<file path="config.mk">
export PLATFORM = sky130hd
export DESIGN_NAME = ccd_mul
export DESIGN_NICKNAME = d
export VERILOG_FILES = /design/src/rtl/core/ccd_pkg.sv /design/src/rtl/core/ccd_mul.sv
export SDC_FILE = /design/constraint.sdc
export NUM_CORES = 2
export LEC_CHECK = 0
export BUFFER_PORTS_ARGS = -buffer_cell sky130_fd_sc_hd__buf_2
export CAP_MARGIN = 20
export CORE_ASPECT_RATIO = 1.25
export CORE_MARGIN = 3
export CORE_UTILIZATION = 45
export CTS_CLUSTER_SIZE = 12
export DETAILED_ROUTE_END_ITERATION = 8
export GPL_ROUTABILITY_DRIVEN = 0
export HOLD_SLACK_MARGIN = 0.05
export PLACE_DENSITY_LB_ADDON = 0.15
export SYNTH_ARGS = -nofsm -noshare
export SYNTH_HDL_FRONTEND = slang
export SYNTH_SLANG_ARGS = --single-unit
</file>
<file path="constraint.sdc">
create_clock -name clk -period 14.2 [get_ports clk]
set_input_delay 0.71 -clock clk [delete_from_list [all_inputs] [get_ports clk]]
set_output_delay 0.71 -clock clk [all_outputs]
set_load 0.05 [all_outputs]
</file>
<file path="src/rtl/core/ccd_pkg.sv">
// shared types, widths and codes for the trilinear drag deposit block
`timescale 1ns / 1ps
package ccd_pkg;

  localparam int GRID_N_DEF = 32;

  localparam int STORE_AW    = 15;
  localparam int STORE_DEPTH = 1 << STORE_AW;

  localparam int Q_W       = 32;
  localparam int SUM_W     = 48;
  localparam int MAG_W     = SUM_W + 1;
  localparam int DIG_W     = 16;
  localparam int MUL_STEPS = 4;
  localparam int UB_W      = DIG_W * MUL_STEPS;
  localparam int PROD_W    = 2 * MAG_W;
  localparam int W_W       = 33;
  localparam int TOT_W     = 52;
  localparam int QUO_W     = 48;
  localparam int VF_W      = 17;
  localparam int CFG_IW    = 3;

  localparam logic [VF_W-1:0]  ONE_Q16  = VF_W'(65536);
  localparam logic [SUM_W-1:0] HALF_Q16 = SUM_W'(32768);
  localparam logic [SUM_W-1:0] POS_LIM  = {1'b0, {(SUM_W-1){1'b1}}};
  localparam logic [SUM_W-1:0] NEG_LIM  = {1'b1, {(SUM_W-1){1'b0}}};

  localparam logic [1:0] CMD_LOAD    = 2'd0;
  localparam logic [1:0] CMD_DEPOSIT = 2'd1;
  localparam logic [1:0] CMD_READ    = 2'd2;
  localparam logic [1:0] CMD_CLEAR   = 2'd3;

  localparam logic [1:0] STS_OK      = 2'd0;
  localparam logic [1:0] STS_OUTSIDE = 2'd1;
  localparam logic [1:0] STS_ZERO_WT = 2'd2;

  localparam logic [CFG_IW-1:0] CFG_ORIGIN_X = 3'd0;
  localparam logic [CFG_IW-1:0] CFG_ORIGIN_Y = 3'd1;
  localparam logic [CFG_IW-1:0] CFG_ORIGIN_Z = 3'd2;
  localparam logic [CFG_IW-1:0] CFG_INV_DX_X = 3'd3;
  localparam logic [CFG_IW-1:0] CFG_INV_DX_Y = 3'd4;
  localparam logic [CFG_IW-1:0] CFG_INV_DX_Z = 3'd5;
  localparam logic [CFG_IW-1:0] CFG_INV_VOL  = 3'd6;

  typedef struct packed {
    logic             start;
    logic [MAG_W-1:0] a;
    logic [MAG_W-1:0] b;
  } mul_req_t;

  typedef struct packed {
    logic              done;
    logic [PROD_W-1:0] p;
  } mul_rsp_t;

  typedef struct packed {
    logic             start;
    logic [W_W-1:0]   num;
    logic [TOT_W-1:0] den;
  } div_req_t;

  typedef struct packed {
    logic             done;
    logic [QUO_W-1:0] quo;
  } div_rsp_t;

endpackage

</file>
<file path="src/rtl/core/ccd_mul.sv">
// shared unsigned multiplier, one 16-bit digit of b per cycle
`timescale 1ns / 1ps
module ccd_mul (
  input  logic              clk,
  input  logic              rst,
  input  ccd_pkg::mul_req_t req,
  output ccd_pkg::mul_rsp_t rsp
);
  import ccd_pkg::*;

  localparam int CNT_W = $clog2(MUL_STEPS);

  logic [MAG_W-1:0]         ua;
  logic [UB_W-1:0]          ub;
  logic [PROD_W-1:0]        acc;
  logic [PROD_W-1:0]        acc_next;
  logic [MAG_W+DIG_W-1:0]   pp;
  logic [CNT_W-1:0]         cnt;
  logic                     run;
  logic                     done;

  // high digit first, shift the partial sum up each step
  assign pp       = ua * ub[UB_W-1 -: DIG_W];
  assign acc_next = {acc[PROD_W-DIG_W-1:0], {DIG_W{1'b0}}} + PROD_W'(pp);

  always_ff @(posedge clk) begin
    if (rst) begin
      run  <= 1'b0;
      done <= 1'b0;
      cnt  <= '0;
    end else begin
      done <= 1'b0;
      if (req.start) begin
        run <= 1'b1;
        cnt <= '0;
        ua  <= req.a;
        ub  <= UB_W'(req.b);
        acc <= '0;
      end else if (run) begin
        acc <= acc_next;
        ub  <= {ub[UB_W-DIG_W-1:0], {DIG_W{1'b0}}};
        cnt <= cnt + 1'b1;
        if (cnt == CNT_W'(MUL_STEPS - 1)) begin
          run  <= 1'b0;
          done <= 1'b1;
        end
      end
    end
  end

  assign rsp.done = done;
  assign rsp.p    = acc;

endmodule

</file>
-- Yosys cells after proc, flatten, opt, wreduce, memory -nomap -nowiden
Index checks and enable logic that the tools add are counted.
- mux-type cells: 7
- bitwise logic cells: 2
- add/subtract/negate cells: 2
- equal/unequal tests: 1
- reductions and logical operators: 5
- $mul: 1
- operators with widths (kind ; number):
    adder 98 x 65 -> 98 bit ; 1
    2-to-1 mux 98 bit ; 1
    multiplier 49 x 16 -> 65 bit ; 1
    2-to-1 mux 64 bit ; 1
    2-to-1 mux 49 bit ; 1
    2-to-1 mux 1 bit ; 4
    AND reduction 2 bit ; 2
    OR reduction 3 bit ; 1
    adder 2 x 1 -> 2 bit, second input constant ; 1
    == test 2 bit, second input constant ; 1
    NOT 1 bit ; 2
    nonzero test 2 bit ; 1
    OR reduction 2 bit ; 1
- output and inout bits: 99
- flip-flop bits (word level): 215
- bits of input ports: 101
- logic and storage cells: 25

-- Logic depth before layout (Yosys ltp)
- word-level depth: 4
- mapped depth: 27
- depth with buffers taken out: 24

-- Least setup slack after synthesis
No wires, ideal clock.
- path kind: input to register
- start: input port req[98] in the netlist's numbering
- end: register acc[0], enable pin
- buffers on the path: 3
- required time: 13.514 ns
- data arrival time: 8.337 ns
- setup time: 0.686 ns
- stages on the path: 5
- slack: 5.178 ns
- cell sequence: clkbuf_1 -> clkbuf_1 -> clkbuf_1 -> nor2_1 -> nor2_1
- longest elaborated chain between the ends: 2
- ends and longest elaborated chain (item ; line ; text):
    start: declaration ; ccd_mul.sv:6 ; input ccd_pkg::mul_req_t req,
    nonzero test 2 bit (no source line) ; -- ;
    AND reduction 2 bit (no source line) ; -- ;
    end signal: assignment ; ccd_mul.sv:40 ; acc <= acc_next;
    end: declaration ; ccd_mul.sv:15 ; logic [PROD_W-1:0] acc;
Every way passes these cells.
A chain may end at the register's enable or synchronous reset.

-- Worst setup path after layout
- start: register ub[57]
- end: register acc[66], data pin
- longest elaborated chain between the ends: 3
- ends and longest elaborated chain (item ; line ; text):
    start: declaration ; ccd_mul.sv:14 ; logic [UB_W-1:0] ub;
    start signal: assignment ; ccd_mul.sv:37 ; ub <= UB_W'(req.b);
    start signal: assignment ; ccd_mul.sv:41 ; ub <= {ub[UB_W-DIG_W-1:0], {DIG_W{1'b0}}};
    multiplier 49 x 16 -> 65 bit ; ccd_mul.sv:23 ; assign pp = ua * ub[UB_W-1 -: DIG_W];
    adder 98 x 65 -> 98 bit ; ccd_mul.sv:24 ; assign acc_next = {acc[PROD_W-DIG_W-1:0], {DIG_W{1'b0}}} + PROD_W'(pp);
    2-to-1 mux 98 bit ; ccd_mul.sv:39 ; end else if (run) begin
Every way passes these cells. The select of a mux whose other input is x is not followed.

==> summary.txt <==
Run
  • Max-Cap Viols: 0

Synth
  • Unique cell type count in the Yosys netlist: 74
  • Netlist Area Pre-Place: roughly 0.035 mm^2
  • Register area share after synthesis: 18.5%
  • Synth Warn #: 0
  • Number of synthesized flops with an enable pin: 211
  • Predominant post-synthesis flop cell: edfxtp_1
  • Syn_nets: 4618
  • Cells after synthesis: around 3700
  • Synth Register Bits: ~220
  • Syn Area/Cell: approximately 9.5 um^2
  • Ys async rst share: 0%

Timing
  • Final setup vio count: 0
  • Part of the cycle the worst path needs: 56.5%
  • Minimum clock period: 8030 ps
  • RSZ-0062 raised after global routing: no
  • Worst Max-Slew Pin Slew: 989 ps
  • Max_slew headroom: 34.1%
  • Setup TNS: 0 ps
  • Clk_skew: 21.1 ps
  • FMAX: 125 MHz
  • Hold Vio Cnt, Final: 0
  • Slew Limit Fails: 0

Global route
  • Vias in the first global route: 27400
  • Largest net degree at the start of global routing: 102
  • First-pass GRT wire length: roughly 160000 um
  • Global Route Usage Sum: 27.0%
  • GRT overflow: 0
  • Initial antenna violation count: 7

Final layout
  • Final design utilization: 49.1%
  • Area Overhead vs Synth: 7.92%
  • Nets: 4699
  • Antenna diode count: 0
  • Number of fill cells: 7310
  • Layout cells sized above 1: under 10%

Critical path
  • R2r setup slk: ~6000 ps
  • Worst EP arrival: 8400 ps
  • WP data required: 14570 ps
  • Crit path kind: register to register
  • Critical Path End Type: register
  • Startpoint types: register
  • Crit path max fanout: 29

Hold path
  • Hold Crit Class: input port to register

CTS
  • Reg clk slew, reported paths: 70 ps
  • Cts hold-fix bufs: 0
  • Setup Fix Bufs, Post-CTS: 0
  • Worst-Skew Late Latency: ~620 ps
  • Clock Path Buffers: 3
  • CTS Buf Count: 29
  • Resized cells post-CTS: 0
  • H-Tree Level Count: 1
  • Clock sink count: 215
  • CTS root buffer: clkbuf_16
  • CTS tree: built

Detailed routing
  • Drt total wl: around 100000 um
  • Drt pass-1 iters: 6
  • DRT iter0 DRCs: 1563
  • Via density: 5.27
  • Routed WL per cell: 21.9 um
  • DRC Markers: 0
  • Post-route antenna net violation count: 0
  • Via count: 25000

Place
  • Detailed placement HPWL: roughly 78000 um
  • Number of I/O port buffers: 199

Floorplanning
  • Core box area: 0.0762 mm^2
  • Die H: 316 um
  • Cell Rows: 113
  • Total die area: 0.0805 mm^2
  • IO Pins: 200
  • Chip Width: 254 um
  • Starting Density: between 40% and 50%

Outcome
  • Status: complete, no violations
[per-stage QoR]
step	hold slack (ps)	std cells	instance area (um^2)	setup WS (ps)
CTS	226	4739	37400	6270
global route	241	4739	37400	5890
global placement	494	4685	36500	6340
finish	261	4739	37400	6170
floorplan	465	3658	34700	5180
detailed placement	505	4685	36500	6350
[cell families after synthesis]
family          Yosys count  share of synthesized area (%)
flops                   215                           18.5
fa+ha+maj               859                           46.2
buf+inv                1068                           11.6
mux                      36                           1.16
xor+xnor                 87                           2.20
compound gates          243                           4.73
simple gates           1150                           15.5
[synth_stat cells (all sizes together), types with 3 or more instances]
library cell,count,area (um^2)
xor2,53,464
and3,18,124
dfxtp,4,80.1
o21ai,46,245
inv,892,3350
fa,705,14100
nand2b,4,25.0
a21boi,4,30.0
a41oi,4,42.6
buf,14,82.6
ha,154,1930
nand3,17,100
o21bai,18,135
o211ai,7,52.6
and2,281,1760
clkbuf,162,608
a21o,30,226
nand2,602,2270
nor2b,26,163
nor3,17,90.1
nand4,36,225
a21oi,81,409
a211oi,8,77.6
a31oi,10,62.6
edfxtp,211,6340
o31ai,8,83.8
mux2,35,394
nor3b,3,22.5
a211o,3,27.5
nor2,132,495
or3,4,30.0
xnor2,34,298
o21a,9,67.6
[per-layer routing]
metal,track usage [%],up-vias,part of all wire [%]
met3,3.26,229,5.5
met1,32.4,13000,37
met2,48.6,818,52
li1,-,11000,-
met4,12.1,2,5.2
met5,0,-,0.0087
[cell usage in the layout, fill, tap and decap left out, drive strengths merged, types with 30 or more instances in the layout]
cell    instances
buf           226
inv           895
a21o           30
ha            154
and2          281
clkbuf         35
mux2           35
edfxtp        211
nor2          132
xor2           53
a21oi          81
fa            705
nand2         602
o21ai          46
nand4          36
xnor2          34
[sequential cells by signal, indices dropped and copies added (netlist names)]
name,count
acc,98
ub,64
ua,49
cnt,2
done,1
run,1
[final timing paths]
kind                 from  cells past startpoint  endpoint
setup / recovery   ub[57]                     21   acc[66]
hold / removal    req[61]                      1    ua[12]
setup reg to reg   ub[57]                     21   acc[66]
hold reg to reg       run                      2      done
[area by class of cell]
cell class	instances	area, um^2	area share (%)
multi-input combinational	2375	24300	64.8
timing repair buffer	226	1200	3.22
sequential	215	6420	17.1
inverter	892	3350	8.94
tap	977	1220	3.26
clock inverter	19	239	0.638
clock buffer	35	758	2.02
[worst max-delay path, stage by stage (launching register included)]
cell      delay (ps)
edfxtp_1         960
buf_4            540
nand2_1          130
fa_1             510
inv_1             60
fa_1             480
fa_1             590
fa_1             480
fa_1             510
inv_1             50
fa_1             480
inv_1             40
ha_1             430
a21oi_1          130
o21ai_0          400
a211o_1          230
o221a_2          190
nand2_1          230
o31ai_1          520
a221oi_1         230
o21ai_1          220
mux2_1           340
Power is left out: the tool's default activity adds up to more than one toggle a clock period on the data nets, which glitch-free logic cannot reach.
