<file path="config.mk">
export PLATFORM = sky130hd
export DESIGN_NAME = ccd_div
export DESIGN_NICKNAME = d
export VERILOG_FILES = /design/src/rtl/core/ccd_pkg.sv /design/src/rtl/core/ccd_div.sv
export SDC_FILE = /design/constraint.sdc
export NUM_CORES = 1
export LEC_CHECK = 0
export ABC_CLOCK_PERIOD_IN_PS = 17300
export BUFFER_PORTS_ARGS = -buffer_cell sky130_fd_sc_hd__buf_4
export CAP_MARGIN = 0
export CORE_MARGIN = 2
export CORE_UTILIZATION = 63
export CTS_BUF_LIST = sky130_fd_sc_hd__clkbuf_8 sky130_fd_sc_hd__clkbuf_16
export DETAILED_ROUTE_END_ITERATION = 10
export GPL_TIMING_DRIVEN = 0
export PLACE_DENSITY = 0.86
export SETUP_SLACK_MARGIN = 0.5
export SYNTH_ARGS = -nofsm -noshare
export SYNTH_HDL_FRONTEND = slang
export SYNTH_SLANG_ARGS = --single-unit
export TNS_END_PERCENT = 1
</file>
<file path="constraint.sdc">
create_clock -name clk -period 17.3 [get_ports clk]
set_clock_uncertainty 0.1 [all_clocks]
set_input_delay 1.73 -clock clk [delete_from_list [all_inputs] [get_ports clk]]
set_output_delay 1.73 -clock clk [all_outputs]
set_load 0.03 [all_outputs]
</file>
<file path="src/rtl/core/ccd_pkg.sv">
// shared types, widths and codes for the trilinear drag deposit block
`timescale 1ns / 1ps
package ccd_pkg;

  localparam int GRID_N_DEF = 32;

  localparam int STORE_AW    = 15;
  localparam int STORE_DEPTH = 1 << STORE_AW;

  localparam int Q_W       = 32;
  localparam int SUM_W     = 48;
  localparam int MAG_W     = SUM_W + 1;
  localparam int DIG_W     = 16;
  localparam int MUL_STEPS = 4;
  localparam int UB_W      = DIG_W * MUL_STEPS;
  localparam int PROD_W    = 2 * MAG_W;
  localparam int W_W       = 33;
  localparam int TOT_W     = 52;
  localparam int QUO_W     = 48;
  localparam int VF_W      = 17;
  localparam int CFG_IW    = 3;

  localparam logic [VF_W-1:0]  ONE_Q16  = VF_W'(65536);
  localparam logic [SUM_W-1:0] HALF_Q16 = SUM_W'(32768);
  localparam logic [SUM_W-1:0] POS_LIM  = {1'b0, {(SUM_W-1){1'b1}}};
  localparam logic [SUM_W-1:0] NEG_LIM  = {1'b1, {(SUM_W-1){1'b0}}};

  localparam logic [1:0] CMD_LOAD    = 2'd0;
  localparam logic [1:0] CMD_DEPOSIT = 2'd1;
  localparam logic [1:0] CMD_READ    = 2'd2;
  localparam logic [1:0] CMD_CLEAR   = 2'd3;

  localparam logic [1:0] STS_OK      = 2'd0;
  localparam logic [1:0] STS_OUTSIDE = 2'd1;
  localparam logic [1:0] STS_ZERO_WT = 2'd2;

  localparam logic [CFG_IW-1:0] CFG_ORIGIN_X = 3'd0;
  localparam logic [CFG_IW-1:0] CFG_ORIGIN_Y = 3'd1;
  localparam logic [CFG_IW-1:0] CFG_ORIGIN_Z = 3'd2;
  localparam logic [CFG_IW-1:0] CFG_INV_DX_X = 3'd3;
  localparam logic [CFG_IW-1:0] CFG_INV_DX_Y = 3'd4;
  localparam logic [CFG_IW-1:0] CFG_INV_DX_Z = 3'd5;
  localparam logic [CFG_IW-1:0] CFG_INV_VOL  = 3'd6;

  typedef struct packed {
    logic             start;
    logic [MAG_W-1:0] a;
    logic [MAG_W-1:0] b;
  } mul_req_t;

  typedef struct packed {
    logic              done;
    logic [PROD_W-1:0] p;
  } mul_rsp_t;

  typedef struct packed {
    logic             start;
    logic [W_W-1:0]   num;
    logic [TOT_W-1:0] den;
  } div_req_t;

  typedef struct packed {
    logic             done;
    logic [QUO_W-1:0] quo;
  } div_rsp_t;

endpackage

</file>
<file path="src/rtl/core/ccd_div.sv">
// restoring divider, one quotient bit per cycle, for the weight normalization
`timescale 1ns / 1ps
module ccd_div (
  input  logic              clk,
  input  logic              rst,
  input  ccd_pkg::div_req_t req,
  output ccd_pkg::div_rsp_t rsp
);
  import ccd_pkg::*;

  localparam int CNT_W = $clog2(QUO_W);

  logic [TOT_W-1:0] rem;
  logic [TOT_W-1:0] den;
  logic [QUO_W-1:0] sh;
  logic [QUO_W-1:0] quo;
  logic [TOT_W:0]   rem2;
  logic [TOT_W:0]   diff;
  logic             ge;
  logic [CNT_W-1:0] cnt;
  logic             run;
  logic             done;

  assign rem2 = {rem, sh[QUO_W-1]};
  assign diff = rem2 - {1'b0, den};
  assign ge   = rem2 >= {1'b0, den};

  // dividend is num shifted up by 32; top part of it is already below den
  always_ff @(posedge clk) begin
    if (rst) begin
      run  <= 1'b0;
      done <= 1'b0;
      cnt  <= '0;
    end else begin
      done <= 1'b0;
      if (req.start) begin
        run <= 1'b1;
        cnt <= '0;
        rem <= TOT_W'(req.num[W_W-1:DIG_W]);
        sh  <= {req.num[DIG_W-1:0], {(QUO_W-DIG_W){1'b0}}};
        den <= req.den;
        quo <= '0;
      end else if (run) begin
        rem <= ge ? diff[TOT_W-1:0] : rem2[TOT_W-1:0];
        sh  <= {sh[QUO_W-2:0], 1'b0};
        quo <= {quo[QUO_W-2:0], ge};
        cnt <= cnt + 1'b1;
        if (cnt == CNT_W'(QUO_W - 1)) begin
          run  <= 1'b0;
          done <= 1'b1;
        end
      end
    end
  end

  assign rsp.done = done;
  assign rsp.quo  = quo;

endmodule

</file>
; ---- Word-level counts from Yosys, hierarchy flattened
; Index checks and enable logic that the tools add are counted.
[word_totals]
in_bits = 88
word_cells = 30
reg_bits = 207
[classes]
muxes = 10
addsub = 2
eq_ne = 1
order_cmp = 1
n_reduce_logical = 5
n_bitwise = 2
[op_table]
columns = operator, count
row1 = $mux 48, 3
row2 = $mux 52, 2
row3 = $ge 53x52->1, 1
row4 = $sub 52x52->52, 1
row5 = $mux 17, 1
row6 = $add 6x1->6 const B, 1
row7 = $eq 6x6->1 const B, 1
row8 = $mux 1, 4
row9 = $reduce_and 2->1, 2
row10 = $reduce_or 3->1, 1
row11 = $not 1->1, 2
row12 = $reduce_bool 2->1, 1
row13 = $reduce_or 2->1, 1

; ---- Logic depth before layout (Yosys ltp)
; Gate-level depths: netlist (run 1).
[depth]
ltp_word = 4
depth_mapped = 14
mapped_depth_nobuf = 12

; ---- Worst setup path after synthesis (run 1)
; No wires, ideal clock.
[synth_path]
path_type = input to register
startpoint = input port req[85] (netlist bit)
endpoint = register quo[0] (enable)
t_arrival_ns = 7.229
path_slack_ns = 9.379
cell_stages = 4
n_path_buf = 2
required_ns = 16.608
setup_time_ns = 0.592
cell_sequence = clkbuf_1 > buf_1 > nor2_1 > nor2_1
[synth_between]
elab_chain_len = 2
[synth_lines]
columns = item, line
row1 = start: declaration, ccd_div.sv:6  ; input ccd_pkg::div_req_t req,
row2 = $reduce_bool 2->1 (no source line), --
row3 = $reduce_and 2->1 (no source line), --
row4 = end signal: assignment, ccd_div.sv:46  ; quo <= {quo[QUO_W-2:0], ge};
row5 = end: declaration, ccd_div.sv:16  ; logic [QUO_W-1:0] quo;
; Every way passes these cells.
; A chain may end at the register's enable or synchronous reset.

; ---- Final worst setup path (run 1)
[layout_path]
startpoint = input port req[85] (netlist bit)
endpoint = register rem[40] (enable)
[layout_between]
elab_chain_len = 2
[layout_lines]
columns = item, line
row1 = $reduce_bool 2->1 (no source line), --
row2 = $reduce_and 2->1 (no source line), --
row3 = end signal: assignment, ccd_div.sv:39  ; rem <= TOT_W'(req.num[W_W-1:DIG_W]);
row4 = end signal: assignment, ccd_div.sv:44  ; rem <= ge ? diff[TOT_W-1:0] : rem2[TOT_W-1:0];
row5 = end: declaration, ccd_div.sv:13  ; logic [TOT_W-1:0] rem;
; Every way passes these cells.

==> impl_summary.log, run 1 <==
[metrics] run status: finished clean
[metrics] RSZ-0062 raised after global routing: false
[metrics] EDFF count, synth: 168
[metrics] wire length of the first global-routing pass: a little over 40000 microns
[metrics] combined area of all synthesized cells: between 10000 and 15000 sq um
[metrics] critical path startpoint category: input pin
[metrics] core region area: 15900 sq um
[metrics] slew at the pin with the worst max-slew slack: between 0.7 and 0.8 ns
[metrics] global-route usage over all layers: 0.302
[metrics] first-pass detailed-route iteration total: 6
[metrics] HPWL after DPL: between 15000 and 20000 microns
[metrics] area of the die: 17300 sq um
[metrics] fillcell total: around 1100
[metrics] GP Congestion: between 0.9 and 1
[metrics] Ports: ~140
[metrics] die outline width: between 100 and 150 microns
[metrics] arrival time reported for the critical path endpoint: 3.98 ns
[metrics] Static Leakage: ~5 nW
[metrics] vias in the first global route: approximately 8400
[metrics] Area contributors post-synth: sky130_fd_sc_hd__edfxtp_1 (49%), sky130_fd_sc_hd__ha_1 (6.5%), sky130_fd_sc_hd__a21oi_1 (4.1%), sky130_fd_sc_hd__nor2b_1 (3.1%), sky130_fd_sc_hd__nor2_1 (2.7%)
[metrics] via-per-instance ratio: 6.06
[metrics] total of warnings raised by yosys: 0
[metrics] DRT antenna net count: 0
[metrics] sequential cell area: approximately 5200 sq um
[metrics] final slew viol count: 0
[metrics] Hold Path Cell Cnt: 2
[metrics] cell area power density: roughly 100 nW/um^2
[metrics] number of cell instances on the worst register-to-register path: 11
[metrics] TNS Setup: 0 ns
[metrics] Post-Syn Instances: approximately 960
[metrics] largest driver fanout on the critical path: 27
[metrics] sum of routed wire length over all layers: ~26000 microns
[metrics] quantity of I/O buffers inserted on ports: ~140
[metrics] # Max-Cap Violations: 0
[metrics] portion of the clock cycle consumed by the worst path in the final layout: 0.227
[metrics] gr busiest metal: met2
[metrics] area leader, netlist: sky130_fd_sc_hd__edfxtp_1
[metrics] endpoint type of the worst setup path: flip-flop
[metrics] average cell area after synthesis: between 10 and 15 sq um
[metrics] number of placement rows: 46
[metrics] most used flip-flop cell after synthesis: sky130_fd_sc_hd__edfxtp_1
[metrics] layout overhead on the synthesized area: 19.1%
[metrics] critical setup path kind: in -> reg
[metrics] most frequent standard cell in the layout excluding fill and tap cells: sky130_fd_sc_hd__edfxtp_1
[metrics] total number of vias: 8143
[metrics] Finish-stage setup viols: 0
[metrics] nets@finish: 1256
[metrics] Synth cell types: 68
[metrics] share of synthesized flip-flops with an asynchronous set or reset: 0
[metrics] maximum number of pins on one net before global-route repair: 31
[metrics] Peak supply drop: between 0.00007 and 0.00008 V
[metrics] total count of hold-check failures in the final report: 0
[metrics] Vert. Die Dim: roughly 130 microns
[metrics] Clock Latency Late Sink: 0.44 ns
[metrics] global routing met2 resource utilization: 0.501
[metrics] minimum clock period after layout: between 3 and 4 ns
[metrics] grt ovf: 0
[metrics] Reg clk slew, reported paths: about 0.070 ns
[metrics] H-Tree Level Count: 4
[metrics] DR iter-0 viols: 798
[metrics] starting density of the core: 0.644
[metrics] top library cells by usage in the layout, fill and taps aside: sky130_fd_sc_hd__edfxtp_1 (168), sky130_fd_sc_hd__buf_4 (139), sky130_fd_sc_hd__a21oi_1 (83), sky130_fd_sc_hd__nor2_1 (71), sky130_fd_sc_hd__inv_1 (69)
[metrics] hold buffer count at CTS: 0
[metrics] post_cts resized: 0
[metrics] antenna fix cells: 0
[metrics] total DRC errors in the routed layout: 0
[metrics] top cell type's share of synthesized area: 0.493
[metrics] fraction of layout instances using a drive strength above 1: 0.197
[metrics] number of buffers added by the clock tree synthesis step: 17
[metrics] sequential element share of the synthesized area: 0.509
[metrics] CP Data Required Time: roughly 17 ns
[metrics] Tightest Hold Check Type: reg -> reg
[metrics] antenna violations before repair: 0
[metrics] routing usage on met1: 0.377
[metrics] footprint of the multi-input gates: roughly 4500 sq um
[metrics] Overall Power: about 1.2 mW
[metrics] post-detailed-route wirelength per cell: between 15 and 20 microns
[metrics] #FFs+latches synth: about 180
[metrics] net count of the mapped netlist: 1097
[metrics] met3 routing resource usage after global routing: 0.0741
[metrics] Clock Tree Root: sky130_fd_sc_hd__clkbuf_16
[metrics] buffer levels on the longest clock path: 2
[metrics] number of setup buffers added after CTS: 0
[metrics] Clock Sink Count: between 150 and 200
[metrics] achievable frequency: 0.254 GHz
[metrics] relative max-transition margin: 0.478
[metrics] clock tree from TritonCTS: built
-- worst paths after layout --
check,start,to,slack (ns)
min,cnt[5]$_SDFFE_PP0P_,cnt[5]$_SDFFE_PP0P_,0.40
max reg2reg,rem[19]$_SDFFCE_PP0P_,rem[47]$_SDFFCE_PP0P_,13.57
min reg2reg,cnt[5]$_SDFFE_PP0P_,cnt[5]$_SDFFE_PP0P_,0.40
max,req[85],rem[40]$_SDFFCE_PP0P_,13.37
-- routing by layer --
metal / vias to the layer above / routed length (microns)
met5: - / 0
met4: 0 / 843
met3: 72 / 1940
met2: 364 / 12400
met1: 3893 / 10500
li1: 3814 / -
-- metrics by stage --
step	cell area [sq um]	hold slack (ns)	setup slack [ns]	instances	util
floorplan	10200	0.353	9.38	955	-
global placement	11500	0.364	6.79	1306	0.725
detailed placement	11600	0.395	12.85	1311	0.733
CTS	12200	0.408	13.35	1343	0.767
global route	12200	0.428	13.17	1343	0.767
finish	12200	0.403	13.37	1343	0.767
-- report_power, final --
part / leakage, nW / switching [mW] / internal (mW) / total [mW]
sequential: 1.68 / 0.0155 / 0.509 / 0.525
clock: 0.274 / 0.181 / 0.189 / 0.370
combinational: 3.04 / 0.207 / 0.142 / 0.350
total: 4.99 / 0.404 / 0.841 / 1.24
-- logic make-up (layout without fill, tap and decap cells) --
| logic type | after synthesis | count (layout) | synth area share |
|---|---|---|---|
| compound gates | 236 | 236 | 0.155 |
| xor+xnor | 47 | 47 | 0.0402 |
| fa+ha+maj | 54 | 54 | 0.0668 |
| buf+inv | 118 | 290 | 0.0483 |
| flops | 176 | 176 | 0.509 |
| mux | 40 | 40 | 0.0412 |
| simple gates | 284 | 284 | 0.140 |
-- layout make-up --
cell class	instances	share of cell area
clock inverter	15	0.0101
timing repair buffer	140	0.0920
buffer	48	0.0190
clock buffer	17	0.0349
multi-input combinational	661	0.373
inverter	70	0.0216
sequential	176	0.427
tap	216	0.0222
-- worst max-delay path, cell delays in order --
cell,delay [ns]
sky130_fd_sc_hd__clkbuf_1,0.38
sky130_fd_sc_hd__buf_1,0.47
sky130_fd_sc_hd__nor2_1,0.16
sky130_fd_sc_hd__nor2_4,0.52
sky130_fd_sc_hd__buf_12,0.28
sky130_fd_sc_hd__buf_12,0.21
sky130_fd_sc_hd__buf_16,0.19
-- sequential cells by signal (all words and copies together) (netlist names) --
| name | cells |
|---|---|
| run | 1 |
| done | 1 |
| sh | 16 |
| quo | 48 |
| den | 52 |
| rem | 52 |
| cnt | 6 |
-- Yosys cell counts (7+ instances only) --
cell type and instances:
sky130_fd_sc_hd__edfxtp_1 168, sky130_fd_sc_hd__a21oi_1 83, sky130_fd_sc_hd__nor2_1 73, sky130_fd_sc_hd__inv_1 69
sky130_fd_sc_hd__nand2_1 54, sky130_fd_sc_hd__ha_1 53, sky130_fd_sc_hd__nor2b_1 51, sky130_fd_sc_hd__nand3_1 34
sky130_fd_sc_hd__o21ai_0 33, sky130_fd_sc_hd__xnor2_1 31, sky130_fd_sc_hd__clkbuf_1 27, sky130_fd_sc_hd__a21o_1 24
sky130_fd_sc_hd__mux2i_1 23, sky130_fd_sc_hd__nand4_1 20, sky130_fd_sc_hd__a211oi_1 17, sky130_fd_sc_hd__mux2_2 17
sky130_fd_sc_hd__xor2_1 16, sky130_fd_sc_hd__buf_2 11, sky130_fd_sc_hd__a31oi_1 10, sky130_fd_sc_hd__and3_1 8
sky130_fd_sc_hd__dfxtp_1 8, sky130_fd_sc_hd__nand2b_1 8, sky130_fd_sc_hd__a22o_1 7, sky130_fd_sc_hd__nor3_1 7
sky130_fd_sc_hd__nor4_1 7
No activity file was read; power rests on OpenSTA's default activity.
==> inputs of run 2 (changes only) <==
Settings changed: ABC_CLOCK_PERIOD_IN_PS 17300 to 3450, CORE_UTILIZATION 63 to 53, PLACE_DENSITY 0.86 to 0.77.
Clock period 17.3 ns to 3.45 ns, I/O delays scaled along.
==> run 2 against run 1 <==
Net effect:
- setup slack got worse by 13 ns
- sequential share of layout area down 3.9 points
- core utilization down 5.4 points
- count of clock-buffer cells in the layout unchanged
- critical endpoint is now rem[44]$_SDFFCE_PP0P_
- largest cell class unchanged
==> impl_summary.log, run 2 (synthesis gave the netlist of run 1 again) <==
[metrics] critical setup path kind: reg -> reg
[metrics] worst-case setup margin in the final layout: about 0.16 ns
[metrics] top library cells by usage in the layout, fill and taps aside: sky130_fd_sc_hd__buf_4 (171), sky130_fd_sc_hd__edfxtp_1 (168), sky130_fd_sc_hd__a21oi_1 (76), sky130_fd_sc_hd__inv_1 (69), sky130_fd_sc_hd__nor2_1 (69)
[metrics] endpoint type of the worst setup path: flip-flop
[metrics] fraction of layout instances using a drive strength above 1: 0.254
[metrics] Worst Setup Slack post-DPL: -0.204 ns
[metrics] first-pass detailed-route iteration total: 5
[metrics] portion of the clock cycle consumed by the worst path in the final layout: 0.953
[metrics] Clock Tree Root: sky130_fd_sc_hd__clkbuf_16
[metrics] maximum number of pins on one net before global-route repair: 32
[metrics] minimum clock period after layout: approximately 3.3 ns
[metrics] # Max-Cap Violations: 0
[metrics] Overall Power: between 6 and 7 mW
[metrics] cell-internal power: between 4 and 5 mW
[metrics] GP Congestion: slightly above 0.9
[metrics] most frequent standard cell in the layout excluding fill and tap cells: sky130_fd_sc_hd__buf_4
[metrics] clock tree from TritonCTS: built
[metrics] DR iter-0 viols: approximately 690
[metrics] final slew viol count: 0
[metrics] Hold Path Cell Cnt: 2
[metrics] Vert. Die Dim: approximately 140 microns
[metrics] Peak supply drop: about 0.00038 V
[metrics] slew at the pin with the worst max-slew slack: between 1 and 1.5 ns
[metrics] Ports: approximately 140
[metrics] global-route usage over all layers: 0.265
[metrics] layout overhead on the synthesized area: 31.2%
[metrics] Design Area, Final: between 10000 and 15000 sq um
[metrics] total count of hold-check failures in the final report: 0
[metrics] endpoint of the worst-slack reg-to-reg timing path: rem[44]$_SDFFCE_PP0P_
[metrics] sum of routed wire length over all layers: ~27000 microns
[metrics] power dissipated by switching net loads: 2.14 mW
[metrics] area of the die: 20400 sq um
[metrics] wire length of the first global-routing pass: between 40000 and 50000 microns
[metrics] number of buffers added by the clock tree synthesis step: 17
[metrics] share of power burned in the clock network: 0.297
[metrics] number of placement rows: 50
[metrics] Reg clk slew, reported paths: approximately 0.08 ns
[metrics] stage delay of the slowest cell on the critical path: around 0.39 ns
[metrics] family with the most delay on the worst path: compound AO/OA/AOI/OAI gates
[metrics] antenna fix cells: 0
[metrics] buffer levels on the longest clock path: 2
[metrics] Static Leakage: roughly 5.5 nW
[metrics] largest driver fanout on the critical path: 5
[metrics] post-detailed-route wirelength per cell: approximately 18 microns
[metrics] sink of the worst hold path: run$_SDFF_PP0_
[metrics] fillcell total: 1369
[metrics] relative max-transition margin: 0.331
[metrics] highest-delay cell along the critical path: sky130_fd_sc_hd__edfxtp_1
[metrics] starting density of the core: 0.543
[metrics] WP buf/inv: 0
[metrics] hold path startpoint: rst
[metrics] run status: finished clean
[metrics] vias in the first global route: 8439
[metrics] Reg2Reg Setup Slack: approximately 0.16 ns
[metrics] power share of the combinational group: 0.306
[metrics] Finish-stage setup viols: 0
[metrics] Seq pwr share: 0.398
[metrics] grt ovf: 0
[metrics] number of cell instances on the worst register-to-register path: 11
[metrics] Clock Latency Late Sink: 0.43 ns
[metrics] nets@finish: 1338
[metrics] Switching Fraction: 0.323
[metrics] achievable frequency: 0.304 GHz
[metrics] HPWL after DPL: ~18000 microns
[metrics] Tightest Hold Check Type: in -> reg
[metrics] DRT antenna net count: 0
[metrics] critical path startpoint category: flip-flop
[metrics] total number of vias: 8393
[metrics] CP Cell Sequence: ha_2, fa_2, nand2b_4, a21o_1, a211o_1, a31oi_4, a211oi_4, o311ai_2, a31oi_1, xor2_1, a211oi_2
[metrics] biggest registers after layout: den: 52 flops, rem: 52 flops, quo: 48 flops
[metrics] via-per-instance ratio: approximately 5.7
[metrics] die outline width: between 100 and 150 microns
[metrics] H-Tree Level Count: 4
[metrics] antenna violations before repair: 0
[metrics] quantity of I/O buffers inserted on ports: 135
[metrics] critical register-to-register path startpoint: den[0]$_DFFE_PP_
[metrics] Clock Sink Count: about 180
[metrics] total DRC errors in the routed layout: 0
[metrics] RSZ-0062 raised after global routing: true
[metrics] cell area power density: 493 nW/um^2
[metrics] footprint of the multi-input gates: 4870 sq um
[metrics] core region area: ~19000 sq um
[metrics] sequential cell area: ~5200 sq um
[metrics] area post-placement: 11700 sq um
[metrics] arrival time reported for the critical path endpoint: ~3.4 ns
[metrics] CP Data Required Time: between 3 and 4 ns
==> run 2: changes by cell type in the layout (fill, tap and decap cells not counted), moves of 6 or more <==
cell | previous run | this run
sky130_fd_sc_hd__dlygate4sd3_1 | 0 | 52
sky130_fd_sc_hd__buf_4 | 139 | 171
sky130_fd_sc_hd__clkbuf_1 | 27 | 17
sky130_fd_sc_hd__clkbuf_2 | 0 | 8
sky130_fd_sc_hd__a21oi_1 | 83 | 76
sky130_fd_sc_hd__ha_1 | 53 | 46
sky130_fd_sc_hd__a21oi_2 | 2 | 8
sky130_fd_sc_hd__buf_2 | 11 | 5
sky130_fd_sc_hd__ha_4 | 0 | 6
==> run 2: power by group through the flow <==
stage,Sequential (mW),Combinational (mW),Clock (mW)
6_report,2.63,2.02,1.96
3_5_place_dp,2.67,1.71,0
5_1_grt,2.65,2.18,2.05
4_1_cts,2.63,1.86,1.98
3_3_place_gp,2.67,1.67,0
2_1_floorplan,2.72,1.18,0
==> run 2: worst reg2reg max path, stage by stage (launching register included) <==
cell and delay [ns]:
sky130_fd_sc_hd__edfxtp_1 0.39, sky130_fd_sc_hd__ha_2 0.21, sky130_fd_sc_hd__fa_2 0.36, sky130_fd_sc_hd__nand2b_4 0.16, sky130_fd_sc_hd__a21o_1 0.20, sky130_fd_sc_hd__a211o_1 0.35
sky130_fd_sc_hd__a31oi_4 0.20, sky130_fd_sc_hd__a211oi_4 0.09, sky130_fd_sc_hd__o311ai_2 0.39, sky130_fd_sc_hd__a31oi_1 0.17, sky130_fd_sc_hd__xor2_1 0.18, sky130_fd_sc_hd__a211oi_2 0.31
==> run 2: metrics by stage <==
| stage | setup TNS [ns] | util | hold slack, ns | instances |
|---|---|---|---|---|
| 6_report | 0 | 0.713 | 0.0430 | 1469 |
| 5_1_grt | 0 | 0.713 | 0.0503 | 1469 |
| 4_1_cts | 0 | 0.697 | 0.0393 | 1449 |
| 3_5_place_dp | -0.687 | 0.621 | 0.374 | 1354 |
| 3_3_place_gp | -62.81 | 0.616 | 0.368 | 1350 |
| 2_1_floorplan | 0 | - | 0.318 | 955 |
==> run 2: cell type report <==
| cell class | count | area share |
|---|---|---|
| inverter | 70 | 0.0196 |
| multi-input combinational | 661 | 0.363 |
| sequential | 176 | 0.388 |
| clock buffer | 17 | 0.0317 |
| tap | 260 | 0.0242 |
| buffer | 48 | 0.0231 |
| timing repair buffer | 222 | 0.139 |
| clock inverter | 15 | 0.0121 |
==> run 2: repair_timing <==
item / in CTS / in global routing
hold endpoints to repair: 52 / 0
pin swaps: 15 / 21
hold buffers: 52 / 0
gates cloned: 0 / 2
endpoints found under the setup margin: 53 / 53
resized for setup: 43 / 42
buffers inserted: 11 / 18
==> run 2: routing by layer <==
layer | global-route usage | wire [microns]
met4 | 0.0787 | 611
met1 | 0.335 | 11500
met3 | 0.0687 | 1820
met5 | 0 | 0
met2 | 0.447 | 13200
==> run 2: worst max-delay path by stage <==
stage	cells after the start	start	endpoint
CTS	11	den[0]$_DFFE_PP_	rem[48]$_SDFFCE_PP0P_
global route	12	rem[13]$_DFFE_PP_	rem[49]$_SDFFCE_PP0P_
detailed placement	12	den[20]$_DFFE_PP_	rem[47]$_SDFFCE_PP0P_
floorplan	12	rem[46]$_SDFFCE_PP0P_	rem[11]$_DFFE_PP_
finish	11	den[0]$_DFFE_PP_	rem[44]$_SDFFCE_PP0P_
global placement	4	req[85]	quo[32]$_SDFFCE_PP0P_
